`src/hop_pkg.sv`:
```
`timescale 1ns / 1ps
`default_nettype none
// Shared types and constants for the Hopalong orbit plotter.
// No dependencies; every other file of the block imports this package.

package hop_pkg;

    // Orbit state: signed Q24.16.
    localparam int ORB_W   = 40;
    // Coefficients: unsigned Q7.16.
    localparam int COEF_W  = 23;
    // |b*x - c| in Q.32 and its floor root in Q.16.
    localparam int MAG_W   = 63;
    localparam int ROOT_W  = 32;

    // Stream payload widths.
    localparam int IN_DATA_W  = 8;
    localparam int IN_USER_W  = 1;
    localparam int OUT_DATA_W = 64;
    localparam int OUT_USER_W = 1;

    // Screen coordinate arithmetic.
    localparam int COORD_W = 24;
    localparam int PIX_W   = 11;
    localparam int OFS_W   = 24;

    localparam int DEF_SCREEN_WIDTH  = 400;
    localparam int DEF_SCREEN_HEIGHT = 240;

    localparam logic signed [ORB_W-1:0] ORBIT_START = 40'sd6554;
    localparam logic [COEF_W-1:0]       COEF_RESET  = 23'd65536;

    localparam int REG_IDX_W = 2;

    typedef enum logic [REG_IDX_W-1:0] {
        REG_COEF_A = 2'd0,
        REG_COEF_B = 2'd1,
        REG_COEF_C = 2'd2
    } t_reg_idx;

endpackage

`default_nettype wire

```
`src/hop_mac.sv`:
```
`timescale 1ns / 1ps
`default_nettype none
// Multiply-accumulate unit: forms |b*x - c*2^16| with one shared 21x24 multiplier
// used twice (low and high half of x). Depends on hop_pkg.

module hop_mac (
    input  wire logic                            i_clk,
    input  wire logic                            i_rst_n,
    input  wire logic                            i_start,
    input  wire logic signed [hop_pkg::ORB_W-1:0] i_x,
    input  wire logic [hop_pkg::COEF_W-1:0]      i_b,
    input  wire logic [hop_pkg::COEF_W-1:0]      i_c,
    output logic                                 o_done,
    output logic [hop_pkg::MAG_W-1:0]            o_mag
);
    import hop_pkg::*;

    localparam int HALF_W = ORB_W / 2;
    localparam int OPA_W  = HALF_W + 1;
    localparam int OPB_W  = COEF_W + 1;
    localparam int PROD_W = OPA_W + OPB_W;
    localparam int ACC_W  = 64;

    logic [2:0]               r_phase, n_phase;
    logic                     r_done;
    logic signed [PROD_W-1:0] r_prod;
    logic signed [ACC_W-1:0]  r_acc;
    logic [MAG_W-1:0]         r_mag;

    logic signed [OPA_W-1:0]  w_opa;
    logic signed [OPB_W-1:0]  w_opb;
    logic signed [ACC_W-1:0]  w_prod_ext;
    logic signed [ACC_W-1:0]  w_c_q32;
    logic [ACC_W-1:0]         w_neg;

    // Low half of x is unsigned, high half carries the sign.
    assign w_opa = (r_phase == 3'd1) ? $signed({1'b0, i_x[HALF_W-1:0]})
                                     : $signed({i_x[ORB_W-1], i_x[ORB_W-1:HALF_W]});
    assign w_opb = $signed({1'b0, i_b});
    assign w_prod_ext = {{(ACC_W-PROD_W){r_prod[PROD_W-1]}}, r_prod};
    assign w_c_q32 = $signed({{(ACC_W-COEF_W-16){1'b0}}, i_c, 16'b0});
    assign w_neg = 64'd0 - r_acc;

    always_comb begin
        n_phase = r_phase;
        case (r_phase)
            3'd0: n_phase = i_start ? 3'd1 : 3'd0;
            3'd1, 3'd2, 3'd3: n_phase = r_phase + 3'd1;
            default: n_phase = 3'd0;
        endcase
    end

    always_ff @(posedge i_clk) begin
        if (!i_rst_n) begin
            r_phase <= 3'd0;
            r_done  <= 1'b0;
        end else begin
            r_phase <= n_phase;
            r_done  <= (r_phase == 3'd4);
        end
    end

    always_ff @(posedge i_clk) begin
        if (r_phase == 3'd1 || r_phase == 3'd2) begin
            r_prod <= w_opa * w_opb;
        end
        if (r_phase == 3'd2) begin
            r_acc <= w_prod_ext - w_c_q32;
        end else if (r_phase == 3'd3) begin
            r_acc <= r_acc + (w_prod_ext <<< HALF_W);
        end
        if (r_phase == 3'd4) begin
            r_mag <= r_acc[ACC_W-1] ? w_neg[MAG_W-1:0] : r_acc[MAG_W-1:0];
        end
    end

    assign o_done = r_done;
    assign o_mag  = r_mag;

endmodule

`default_nettype wire

```
`src/hop_isqrt.sv`:
```
`timescale 1ns / 1ps
`default_nettype none
// Restoring integer square root, one result bit per cycle.
// Depends on hop_pkg.

module hop_isqrt (
    input  wire logic                       i_clk,
    input  wire logic                       i_rst_n,
    input  wire logic                       i_start,
    input  wire logic [hop_pkg::MAG_W-1:0]  i_rad,
    output logic                            o_busy,
    output logic                            o_done,
    output logic [hop_pkg::ROOT_W-1:0]      o_root
);
    import hop_pkg::*;

    localparam int RAD_W = 2 * ROOT_W;
    localparam int REM_W = ROOT_W + 2;
    localparam int CNT_W = $clog2(ROOT_W);

    logic [RAD_W-1:0]  r_rad;
    logic [REM_W-1:0]  r_rem;
    logic [ROOT_W-1:0] r_root;
    logic [CNT_W-1:0]  r_cnt;
    logic              r_busy;
    logic              r_done;

    logic [REM_W+1:0]  w_rem_sh;
    logic [REM_W+1:0]  w_trial;
    logic              w_ge;
    logic [REM_W+1:0]  w_diff;

    assign w_rem_sh = {r_rem, r_rad[RAD_W-1 -: 2]};
    assign w_trial  = {2'b00, r_root, 2'b01};
    assign w_ge     = (w_rem_sh >= w_trial);
    assign w_diff   = w_rem_sh - w_trial;

    always_ff @(posedge i_clk) begin
        if (!i_rst_n) begin
            r_busy <= 1'b0;
            r_done <= 1'b0;
            r_cnt  <= '0;
        end else begin
            r_done <= 1'b0;
            if (i_start) begin
                r_busy <= 1'b1;
                r_cnt  <= '0;
            end else if (r_busy) begin
                r_cnt <= r_cnt + 1'b1;
                if (r_cnt == CNT_W'(ROOT_W - 1)) begin
                    r_busy <= 1'b0;
                    r_done <= 1'b1;
                end
            end
        end
    end

    always_ff @(posedge i_clk) begin
        if (i_start) begin
            r_rad  <= {1'b0, i_rad};
            r_rem  <= '0;
            r_root <= '0;
        end else if (r_busy) begin
            r_rad  <= {r_rad[RAD_W-3:0], 2'b00};
            r_rem  <= w_ge ? w_diff[REM_W-1:0] : w_rem_sh[REM_W-1:0];
            r_root <= {r_root[ROOT_W-2:0], w_ge};
        end
    end

    assign o_busy = r_busy;
    assign o_done = r_done;
    assign o_root = r_root;

endmodule

`default_nettype wire

```
`src/hopalong_orbit_plotter.sv`:
```
`timescale 1ns / 1ps
`default_nettype none
// Hopalong orbit plotter top level: sequencer, orbit state, screen mapping
// and output register. Depends on hop_pkg, hop_mac and hop_isqrt.
//
// The block advances the Hopalong map x' = y - sign(x)*sqrt(|b*x - c|),
// y' = a - x in signed Q24.16 and turns each new point into a pixel write.
// Input item (slave side): tuser[0] is the command (0 step, 1 restart at
// (0.1, 0.1)), tdata[7:0] the color byte. Each item gives exactly one result
// item on the master side: tuser[0] says the pixel is inside the screen, and
// tdata carries column, row, byte offset, the three color bytes and the
// saturation flag. Coefficients a, b and c are written through the plain
// write port (index 0, 1, 2); the user must write them only while the block
// is idle, which the block itself does not enforce. A step item runs from
// acceptance through the multiply-accumulate unit (two shared multiplier
// passes, accumulate, magnitude, done flag), the bit-serial square root, the
// update state and the output register load before the next acceptance. A
// restart item goes straight to the done state, then loads the output register.
// The input is taken only while the sequencer is idle; a result waiting in the
// output register does not block acceptance, but a finished item holds in the
// last state until the output register frees up when the receiver stalls.
// Reset (synchronous, active low) sets the coefficients to 1.0, the orbit to
// (0.1, 0.1) and empties the output register.

module hopalong_orbit_plotter #(
    parameter int SCREEN_WIDTH  = hop_pkg::DEF_SCREEN_WIDTH,
    parameter int SCREEN_HEIGHT = hop_pkg::DEF_SCREEN_HEIGHT
) (
    input  wire logic                               i_clk,
    input  wire logic                               i_rst_n,
    // Configuration write port.
    input  wire logic                               i_cfg_we,
    input  wire logic [hop_pkg::REG_IDX_W-1:0]      i_cfg_addr,
    input  wire logic [hop_pkg::COEF_W-1:0]         i_cfg_wdata,
    // Input channel.
    input  wire logic                               i_s_axis_tvalid,
    output logic                                    o_s_axis_tready,
    // tdata: [7:0] color
    input  wire logic [hop_pkg::IN_DATA_W-1:0]      i_s_axis_tdata,
    // tuser: [0] cmd
    input  wire logic [hop_pkg::IN_USER_W-1:0]      i_s_axis_tuser,
    // Output channel.
    output logic                                    o_m_axis_tvalid,
    input  wire logic                               i_m_axis_tready,
    // tdata: [8:0] column, [16:9] row, [35:17] byte_offset, [43:36] chan0_value,
    //        [51:44] chan1_value, [59:52] chan2_value, [60] saturated, [63:61] zero
    output logic [hop_pkg::OUT_DATA_W-1:0]          o_m_axis_tdata,
    // tuser: [0] plot
    output logic [hop_pkg::OUT_USER_W-1:0]          o_m_axis_tuser
);
    import hop_pkg::*;

    localparam int SUM_W = ORB_W + 2;
    localparam logic signed [COORD_W-1:0] HALF_W_S = COORD_W'(SCREEN_WIDTH / 2);
    localparam logic signed [COORD_W-1:0] HALF_H_S = COORD_W'(SCREEN_HEIGHT / 2);
    localparam logic signed [COORD_W-1:0] SCR_W_S  = COORD_W'(SCREEN_WIDTH);
    localparam logic signed [COORD_W-1:0] SCR_H_S  = COORD_W'(SCREEN_HEIGHT);
    localparam logic signed [SUM_W-1:0] ORB_MAX_S = $signed({2'b00, 1'b0, {(ORB_W-1){1'b1}}});
    localparam logic signed [SUM_W-1:0] ORB_MIN_S = $signed({2'b11, 1'b1, {(ORB_W-1){1'b0}}});

    typedef enum logic [4:0] {
        S_IDLE   = 5'b00001,
        S_MAC    = 5'b00010,
        S_ROOT   = 5'b00100,
        S_UPDATE = 5'b01000,
        S_DONE   = 5'b10000
    } t_state;

    t_state r_state, n_state;

    logic [COEF_W-1:0]         r_coef_a, r_coef_b, r_coef_c;
    logic signed [ORB_W-1:0]   r_x, r_y;
    logic [IN_DATA_W-1:0]      r_color;
    logic                      r_hit;
    logic signed [COORD_W-1:0] r_col, r_row;

    logic                      r_out_valid;
    logic [OUT_DATA_W-1:0]     r_out_data;
    logic [OUT_USER_W-1:0]     r_out_user;

    logic                      w_in_acc;
    logic                      w_restart;
    logic                      w_out_free;

    logic                      w_mac_done;
    logic [MAG_W-1:0]          w_mag;
    logic                      w_root_busy;
    logic                      w_root_done;
    logic [ROOT_W-1:0]         w_root;

    logic signed [SUM_W-1:0]   w_t;
    logic signed [SUM_W-1:0]   w_nx_sum, w_ny_sum;
    logic signed [ORB_W-1:0]   w_nx, w_ny;
    logic                      w_nx_hit, w_ny_hit;
    logic signed [COORD_W-1:0] w_col, w_row;

    logic                      w_plot;
    logic [PIX_W-1:0]          w_col_pix, w_row_pix;
    logic [OFS_W-1:0]          w_lin, w_off;
    logic [OUT_DATA_W-1:0]     w_data;

    assign w_in_acc   = i_s_axis_tvalid && o_s_axis_tready;
    assign w_restart  = i_s_axis_tuser[0];
    assign w_out_free = !r_out_valid || i_m_axis_tready;

    hop_mac u_mac (
        .i_clk   (i_clk),
        .i_rst_n (i_rst_n),
        .i_start (w_in_acc && !w_restart),
        .i_x     (r_x),
        .i_b     (r_coef_b),
        .i_c     (r_coef_c),
        .o_done  (w_mac_done),
        .o_mag   (w_mag)
    );

    hop_isqrt u_isqrt (
        .i_clk   (i_clk),
        .i_rst_n (i_rst_n),
        .i_start (w_mac_done),
        .i_rad   (w_mag),
        .o_busy  (w_root_busy),
        .o_done  (w_root_done),
        .o_root  (w_root)
    );

    // Orbit update. x = 0 counts as positive, so it subtracts the root.
    assign w_t      = $signed({{(SUM_W-ROOT_W){1'b0}}, w_root});
    assign w_nx_sum = r_x[ORB_W-1] ? $signed({{2{r_y[ORB_W-1]}}, r_y}) + w_t
                                   : $signed({{2{r_y[ORB_W-1]}}, r_y}) - w_t;
    assign w_ny_sum = $signed({{(SUM_W-COEF_W){1'b0}}, r_coef_a})
                    - $signed({{2{r_x[ORB_W-1]}}, r_x});

    always_comb begin
        w_nx_hit = 1'b0;
        w_ny_hit = 1'b0;
        w_nx = w_nx_sum[ORB_W-1:0];
        w_ny = w_ny_sum[ORB_W-1:0];
        if (w_nx_sum > ORB_MAX_S) begin
            w_nx = ORB_MAX_S[ORB_W-1:0];
            w_nx_hit = 1'b1;
        end else if (w_nx_sum < ORB_MIN_S) begin
            w_nx = ORB_MIN_S[ORB_W-1:0];
            w_nx_hit = 1'b1;
        end
        if (w_ny_sum > ORB_MAX_S) begin
            w_ny = ORB_MAX_S[ORB_W-1:0];
            w_ny_hit = 1'b1;
        end else if (w_ny_sum < ORB_MIN_S) begin
            w_ny = ORB_MIN_S[ORB_W-1:0];
            w_ny_hit = 1'b1;
        end
    end

    // The arithmetic shift by 17 is floor(v / 2^17), which halves the Q.16 value.
    assign w_col = HALF_W_S + $signed({w_nx[ORB_W-1], w_nx[ORB_W-1:17]});
    assign w_row = HALF_H_S + $signed({w_ny[ORB_W-1], w_ny[ORB_W-1:17]});

    // Screen mapping of the registered point, inside the screen with row 0 and column 0 excluded.
    assign w_plot = (r_col >= COORD_W'(1)) && (r_col < SCR_W_S)
                 && (r_row >= COORD_W'(1)) && (r_row < SCR_H_S);
    assign w_col_pix = r_col[PIX_W-1:0];
    assign w_row_pix = r_row[PIX_W-1:0];
    assign w_lin = OFS_W'(w_row_pix) + OFS_W'(w_col_pix) * OFS_W'(SCREEN_HEIGHT);
    assign w_off = (w_lin << 1) + w_lin;

    always_comb begin
        w_data = '0;
        w_data[60] = r_hit;
        if (w_plot) begin
            w_data[8:0]   = r_col[8:0];
            w_data[16:9]  = r_row[7:0];
            w_data[35:17] = w_off[18:0];
            w_data[43:36] = r_color;
            w_data[51:44] = {r_color[6:0], 1'b0};
            w_data[59:52] = {r_color[5:0], 2'b00};
        end
    end

    // Sequencer.
    always_comb begin
        n_state = r_state;
        unique case (r_state)
            S_IDLE: begin
                if (w_in_acc) begin
                    n_state = w_restart ? S_DONE : S_MAC;
                end
            end
            S_MAC: begin
                if (w_mac_done) begin
                    n_state = S_ROOT;
                end
            end
            S_ROOT: begin
                if (w_root_done) begin
                    n_state = S_UPDATE;
                end
            end
            S_UPDATE: n_state = S_DONE;
            S_DONE: begin
                if (w_out_free) begin
                    n_state = S_IDLE;
                end
            end
            default: n_state = S_IDLE;
        endcase
    end

    always_ff @(posedge i_clk) begin
        if (!i_rst_n) begin
            r_state     <= S_IDLE;
            r_coef_a    <= COEF_RESET;
            r_coef_b    <= COEF_RESET;
            r_coef_c    <= COEF_RESET;
            r_x         <= ORBIT_START;
            r_y         <= ORBIT_START;
            r_out_valid <= 1'b0;
        end else begin
            r_state <= n_state;
            if (i_cfg_we) begin
                unique case (t_reg_idx'(i_cfg_addr))
                    REG_COEF_A: r_coef_a <= i_cfg_wdata;
                    REG_COEF_B: r_coef_b <= i_cfg_wdata;
                    REG_COEF_C: r_coef_c <= i_cfg_wdata;
                    default: ;
                endcase
            end
            if (w_in_acc && w_restart) begin
                r_x <= ORBIT_START;
                r_y <= ORBIT_START;
            end else if (r_state == S_UPDATE) begin
                r_x <= w_nx;
                r_y <= w_ny;
            end
            if (r_state == S_DONE && w_out_free) begin
                r_out_valid <= 1'b1;
            end else if (i_m_axis_tready) begin
                r_out_valid <= 1'b0;
            end
        end
    end

    // Payload registers.
    always_ff @(posedge i_clk) begin
        if (w_in_acc) begin
            r_color <= i_s_axis_tdata;
            // A restart leaves an off-screen point with no saturation.
            r_hit   <= 1'b0;
            r_col   <= '0;
            r_row   <= '0;
        end else if (r_state == S_UPDATE) begin
            r_hit <= w_nx_hit || w_ny_hit;
            r_col <= w_col;
            r_row <= w_row;
        end
        if (r_state == S_DONE && w_out_free) begin
            r_out_data <= w_data;
            r_out_user <= OUT_USER_W'(w_plot);
        end
    end

    assign o_s_axis_tready = (r_state == S_IDLE);
    assign o_m_axis_tvalid = r_out_valid;
    assign o_m_axis_tdata  = r_out_data;
    assign o_m_axis_tuser  = r_out_user;

    // An off-screen result carries nothing but the saturation flag.
    a_offscreen_zero: assert property (@(posedge i_clk) disable iff (!i_rst_n)
        (o_m_axis_tvalid && !o_m_axis_tuser[0]) |-> (o_m_axis_tdata[59:0] == 60'd0))
        else $error("off-screen result carries pixel fields");

    // A restart puts the orbit back at its start point.
    a_restart_orbit: assert property (@(posedge i_clk) disable iff (!i_rst_n)
        (w_in_acc && w_restart) |=> (r_x == ORBIT_START && r_y == ORBIT_START))
        else $error("restart did not reset the orbit");

    // The root unit is never busy while the block takes a new item.
    a_root_idle: assert property (@(posedge i_clk) disable iff (!i_rst_n)
        o_s_axis_tready |-> !w_root_busy)
        else $error("square root busy while accepting");

    // The multiply-accumulate result only arrives while the sequencer waits for it.
    a_mac_state: assert property (@(posedge i_clk) disable iff (!i_rst_n)
        w_mac_done |-> (r_state == S_MAC))
        else $error("multiply result outside its state");

endmodule

`default_nettype wire

```
`config.mk`:
```
export PLATFORM = sky130hd
export DESIGN_NAME = hopalong_orbit_plotter
export DESIGN_NICKNAME = d
export VERILOG_FILES = /design/src/hop_pkg.sv /design/src/hop_mac.sv /design/src/hop_isqrt.sv /design/src/hopalong_orbit_plotter.sv
export SDC_FILE = /design/constraint.sdc
export NUM_CORES = 2
export LEC_CHECK = 0
export ABC_AREA = 1
export BUFFER_PORTS_ARGS = -buffer_cell sky130_fd_sc_hd__buf_2
export CORE_ASPECT_RATIO = 1.1
export CORE_MARGIN = 2
export CORE_UTILIZATION = 45
export DETAILED_ROUTE_END_ITERATION = 8
export PLACE_DENSITY = 0.62
export SLEW_MARGIN = 5
export SYNTH_ARGS = -nofsm -noshare
export SYNTH_HDL_FRONTEND = slang
export SYNTH_HIERARCHICAL = 1
export SYNTH_SLANG_ARGS = --single-unit
```
`constraint.sdc`:
```
create_clock -name i_clk -period 9.2 [get_ports i_clk]
set_clock_uncertainty 0.2 [all_clocks]
set_input_delay 0 -clock i_clk [delete_from_list [all_inputs] [get_ports i_clk]]
set_output_delay 0 -clock i_clk [all_outputs]
set_load 0.01 [all_outputs]
```
==> impl_metrics.yaml <==
status:
  status: "finished, final reports clean"
synthesis:
  synth_area_leaders: "edfxtp_1 15%, fa_1 15%, nand2_1 14%, dfxtp_1 9.8%, inv_1 9.4%"
  synth-simple-area-share: 0.281
  async_reset_ff_frac: 0
  ys.flop_type: "edfxtp_1"
  post_synth_mux_area_share: 0
  synthCells: 8072
  synthAdderAreaFrac: 0.237
  avgSynthCellArea_sq_um: 7.14
  synth_top_cell_by_area: "edfxtp_1"
  ys_ff_latch: 570
  yosysWarnings: 6
  synth_top_family_by_area: "simple AND/OR/NAND/NOR gates"
  synthDistinctLibCells: 67
  synth-edff-count: 288
  synthXorXnorAreaFrac: 0.0324
  synth.most_common_cell: "nand2_1"
  synth_compound_area_frac: 0.0871
  yosysSeqAreaShare: 0.248
  yosysTopAreaCellShare: 0.150
  netlist_area_sq_um: 57600
  synth_common_cells: "2220 x nand2_1, 1449 x inv_1, 880 x nor2_1"
floorplan:
  core_sq_um: 127000
  io_pins: 106
  dieWidth_um: 345
  start_util: 0.454
  dieArea_sq_um: 131000
  die_y_um: 379
  rows: 137
finish:
  n_fill_cell: 12900
  multi_input_area_sq_um: 36800
  synthToLayoutAreaGrowth_pct: 8.71
  regArea_sq_um: 14300
  fin_nets: 9038
  utilization: 0.494
  drive_gt1_frac: 0.0606
critical_path:
  path_class: "register to register"
  cp_max_fo: 21
  slowest_delay_ns: 0.59
  worst_path_max_delay_cell: "inv_1"
  worstPathArrival_ns: 8.35
  startpoint_type: "register"
  end_kind: "register"
  critPathRequiredTime_ns: 9.40
  cp_top_family: "adder cells"
  crit_buf_inv: 7
global_route:
  gr-total-overflow: 0
  antenna_found_initial: 18
  track_usage: 0.305
  grt_pass1_wl_mm: 307
  grt_start_max_net_pins: 104
  grt_pass1_vias: 51700
route:
  drt_wl_total_mm: 200
  ant_nets: 0
  drtIter0Drc: 3960
  via_per_inst: 5.30
  wl_per_cell_um: 20.2
  vias: 52500
  firstDrtPassIters: 6
  drc: 0
sta:
  max-slew-margin-rel: 0.262
  fmax_mhz: 123
  min_period_over_period: 0.886
  period_minus_slack_ns: 8.15
  worst_pin_slew_ns: 1.11
  setup_viol: 0
  tns_ns: 0
  rsz0062_at_grt: "no"
  slew_violations: 0
  hold_viol_final: 0
place:
  portBuffers: 99
  hpwl_mm: 163
  place.gp.congestion: 1.01
clock_tree:
  clk_latency_ns: 0.66
  cts_num_sinks: 570
  h-tree-depth: 3
  clk_path_buf_depth: 3
  numCtsBuffers: 72
  clk_pin_slew_worst_paths_ns: 0.06
  ctsResizeCount: 0
  cts_tree: "built"
  cts_root_buffer: "clkbuf_16"
power_and_ir_drop:
  irDropWorstVdd_mv: 0.138
  power.density_nw_per_um2: 160
  leakage_uw: 0.0321
flow_run:
  maxCapViolations: 0
worst_hold_path:
  hold_class: "input pin to register"
cell families after synthesis:
| kind of cell | count (synthesis) |
|---|---|
| flops | 570 |
| buf+inv | 1693 |
| fa+ha+maj | 836 |
| simple gates | 3871 |
| compound gates | 888 |
| xor+xnor | 213 |
| other cells | 1 |
layout by cell type (no fill, tap or decap), types with 281 or more instances in the layout:
master       n
edfxtp_1   288
nor2_1     876
inv_1     1447
o21ai_0    283
nand3_1    361
ha_1       414
a21oi_1    363
nand2_1   2218
dfxtp_1    281
fa_1       422
final cells by class:
type | instances | area share
multi-input combinational | 5814 | 0.587
sequential | 570 | 0.228
inverter | 1484 | 0.0890
tap | 1668 | 0.0333
clock buffer | 97 | 0.0325
timing repair buffer | 221 | 0.0248
clock inverter | 34 | 0.00483
antenna | 10 | 0.000400
path summary, 6_finish.rpt:
check / startpoint / to / slack (ns) / cells after the start
setup / recovery: u_mac/r_phase[1]$_SDFF_PN0_ / u_mac/r_prod[36]$_DFFE_PP_ / 1.05 / 29
hold / removal: i_cfg_wdata[0] / r_coef_c[0]$_SDFFE_PN0P_ / 0.07 / 4
setup reg to reg: u_mac/r_phase[1]$_SDFF_PN0_ / u_mac/r_prod[36]$_DFFE_PP_ / 1.05 / 29
hold reg to reg: u_isqrt/r_rad[61]$_DFFE_PP_ / u_isqrt/r_rad[63]$_SDFFE_PP0P_ / 0.25 / 2
stage by stage:
step,hold WS (ns),std cells,worst slack [ns],cell area [sq um],power [uW]
final,0.0654,9898,1.05,62600,10000
after global routing,0.0594,9897,0.605,62600,10600
after CTS,0.0292,9888,1.12,62600,10100
after detailed placement,-0.0171,9700,1.15,59700,7160
after global placement,-0.0195,9700,1.19,59700,7140
after floorplan,-0.101,8077,2.22,57600,5790
where the power goes:
group / internal [uW] / switching, uW / total (uW)
registers: 2880 / 188 / 3070
clock network: 1620 / 1210 / 2830
logic: 1280 / 2840 / 4120
what timing repair did:
action	CTS	global route
buffers inserted	0	0
hold endpoints to repair	141	0
hold buffers	57	0
worst reg2reg max path, delay by kind of cell (launching register included):
family          cells  cell delay, ns
simple gates       11            1.75
buf+inv             7            1.13
compound gates      2            0.23
fa+ha+maj           9            4.26
flops               1            0.36
metal layers:
metal | part of all wire | global-route usage | up-vias
met4 | 0.059 | 0.162 | 0
met5 | 0 | 0 | -
li1 | - | - | 25400
met2 | 0.49 | 0.533 | 1716
met1 | 0.40 | 0.370 | 24900
met3 | 0.053 | 0.0336 | 438
flip-flops by register name, indices dropped and copies added, names as in the netlist:
| name | flops |
|---|---|
| u_isqrt/r_rad | 64 |
| u_mac/r_acc | 64 |
| u_mac/o_mag | 63 |
| u_mac/r_prod | 45 |
| o_m_axis_tdata | 44 |
| r_x | 40 |
| r_y | 40 |
| u_isqrt/r_rem | 34 |
| u_isqrt/o_root | 32 |
| r_col | 24 |
| r_row | 24 |
| r_coef_a | 23 |
| r_coef_b | 23 |
| r_coef_c | 23 |
| r_color | 8 |
| r_state | 5 |
| u_isqrt/r_cnt | 5 |
| u_mac/r_phase | 3 |
| o_m_axis_tuser | 1 |
| o_m_axis_tvalid | 1 |
| r_hit | 1 |
| u_isqrt/o_busy | 1 |
| u_isqrt/o_done | 1 |
| u_mac/o_done | 1 |
Note: power is estimated with default switching activity, not from simulation.
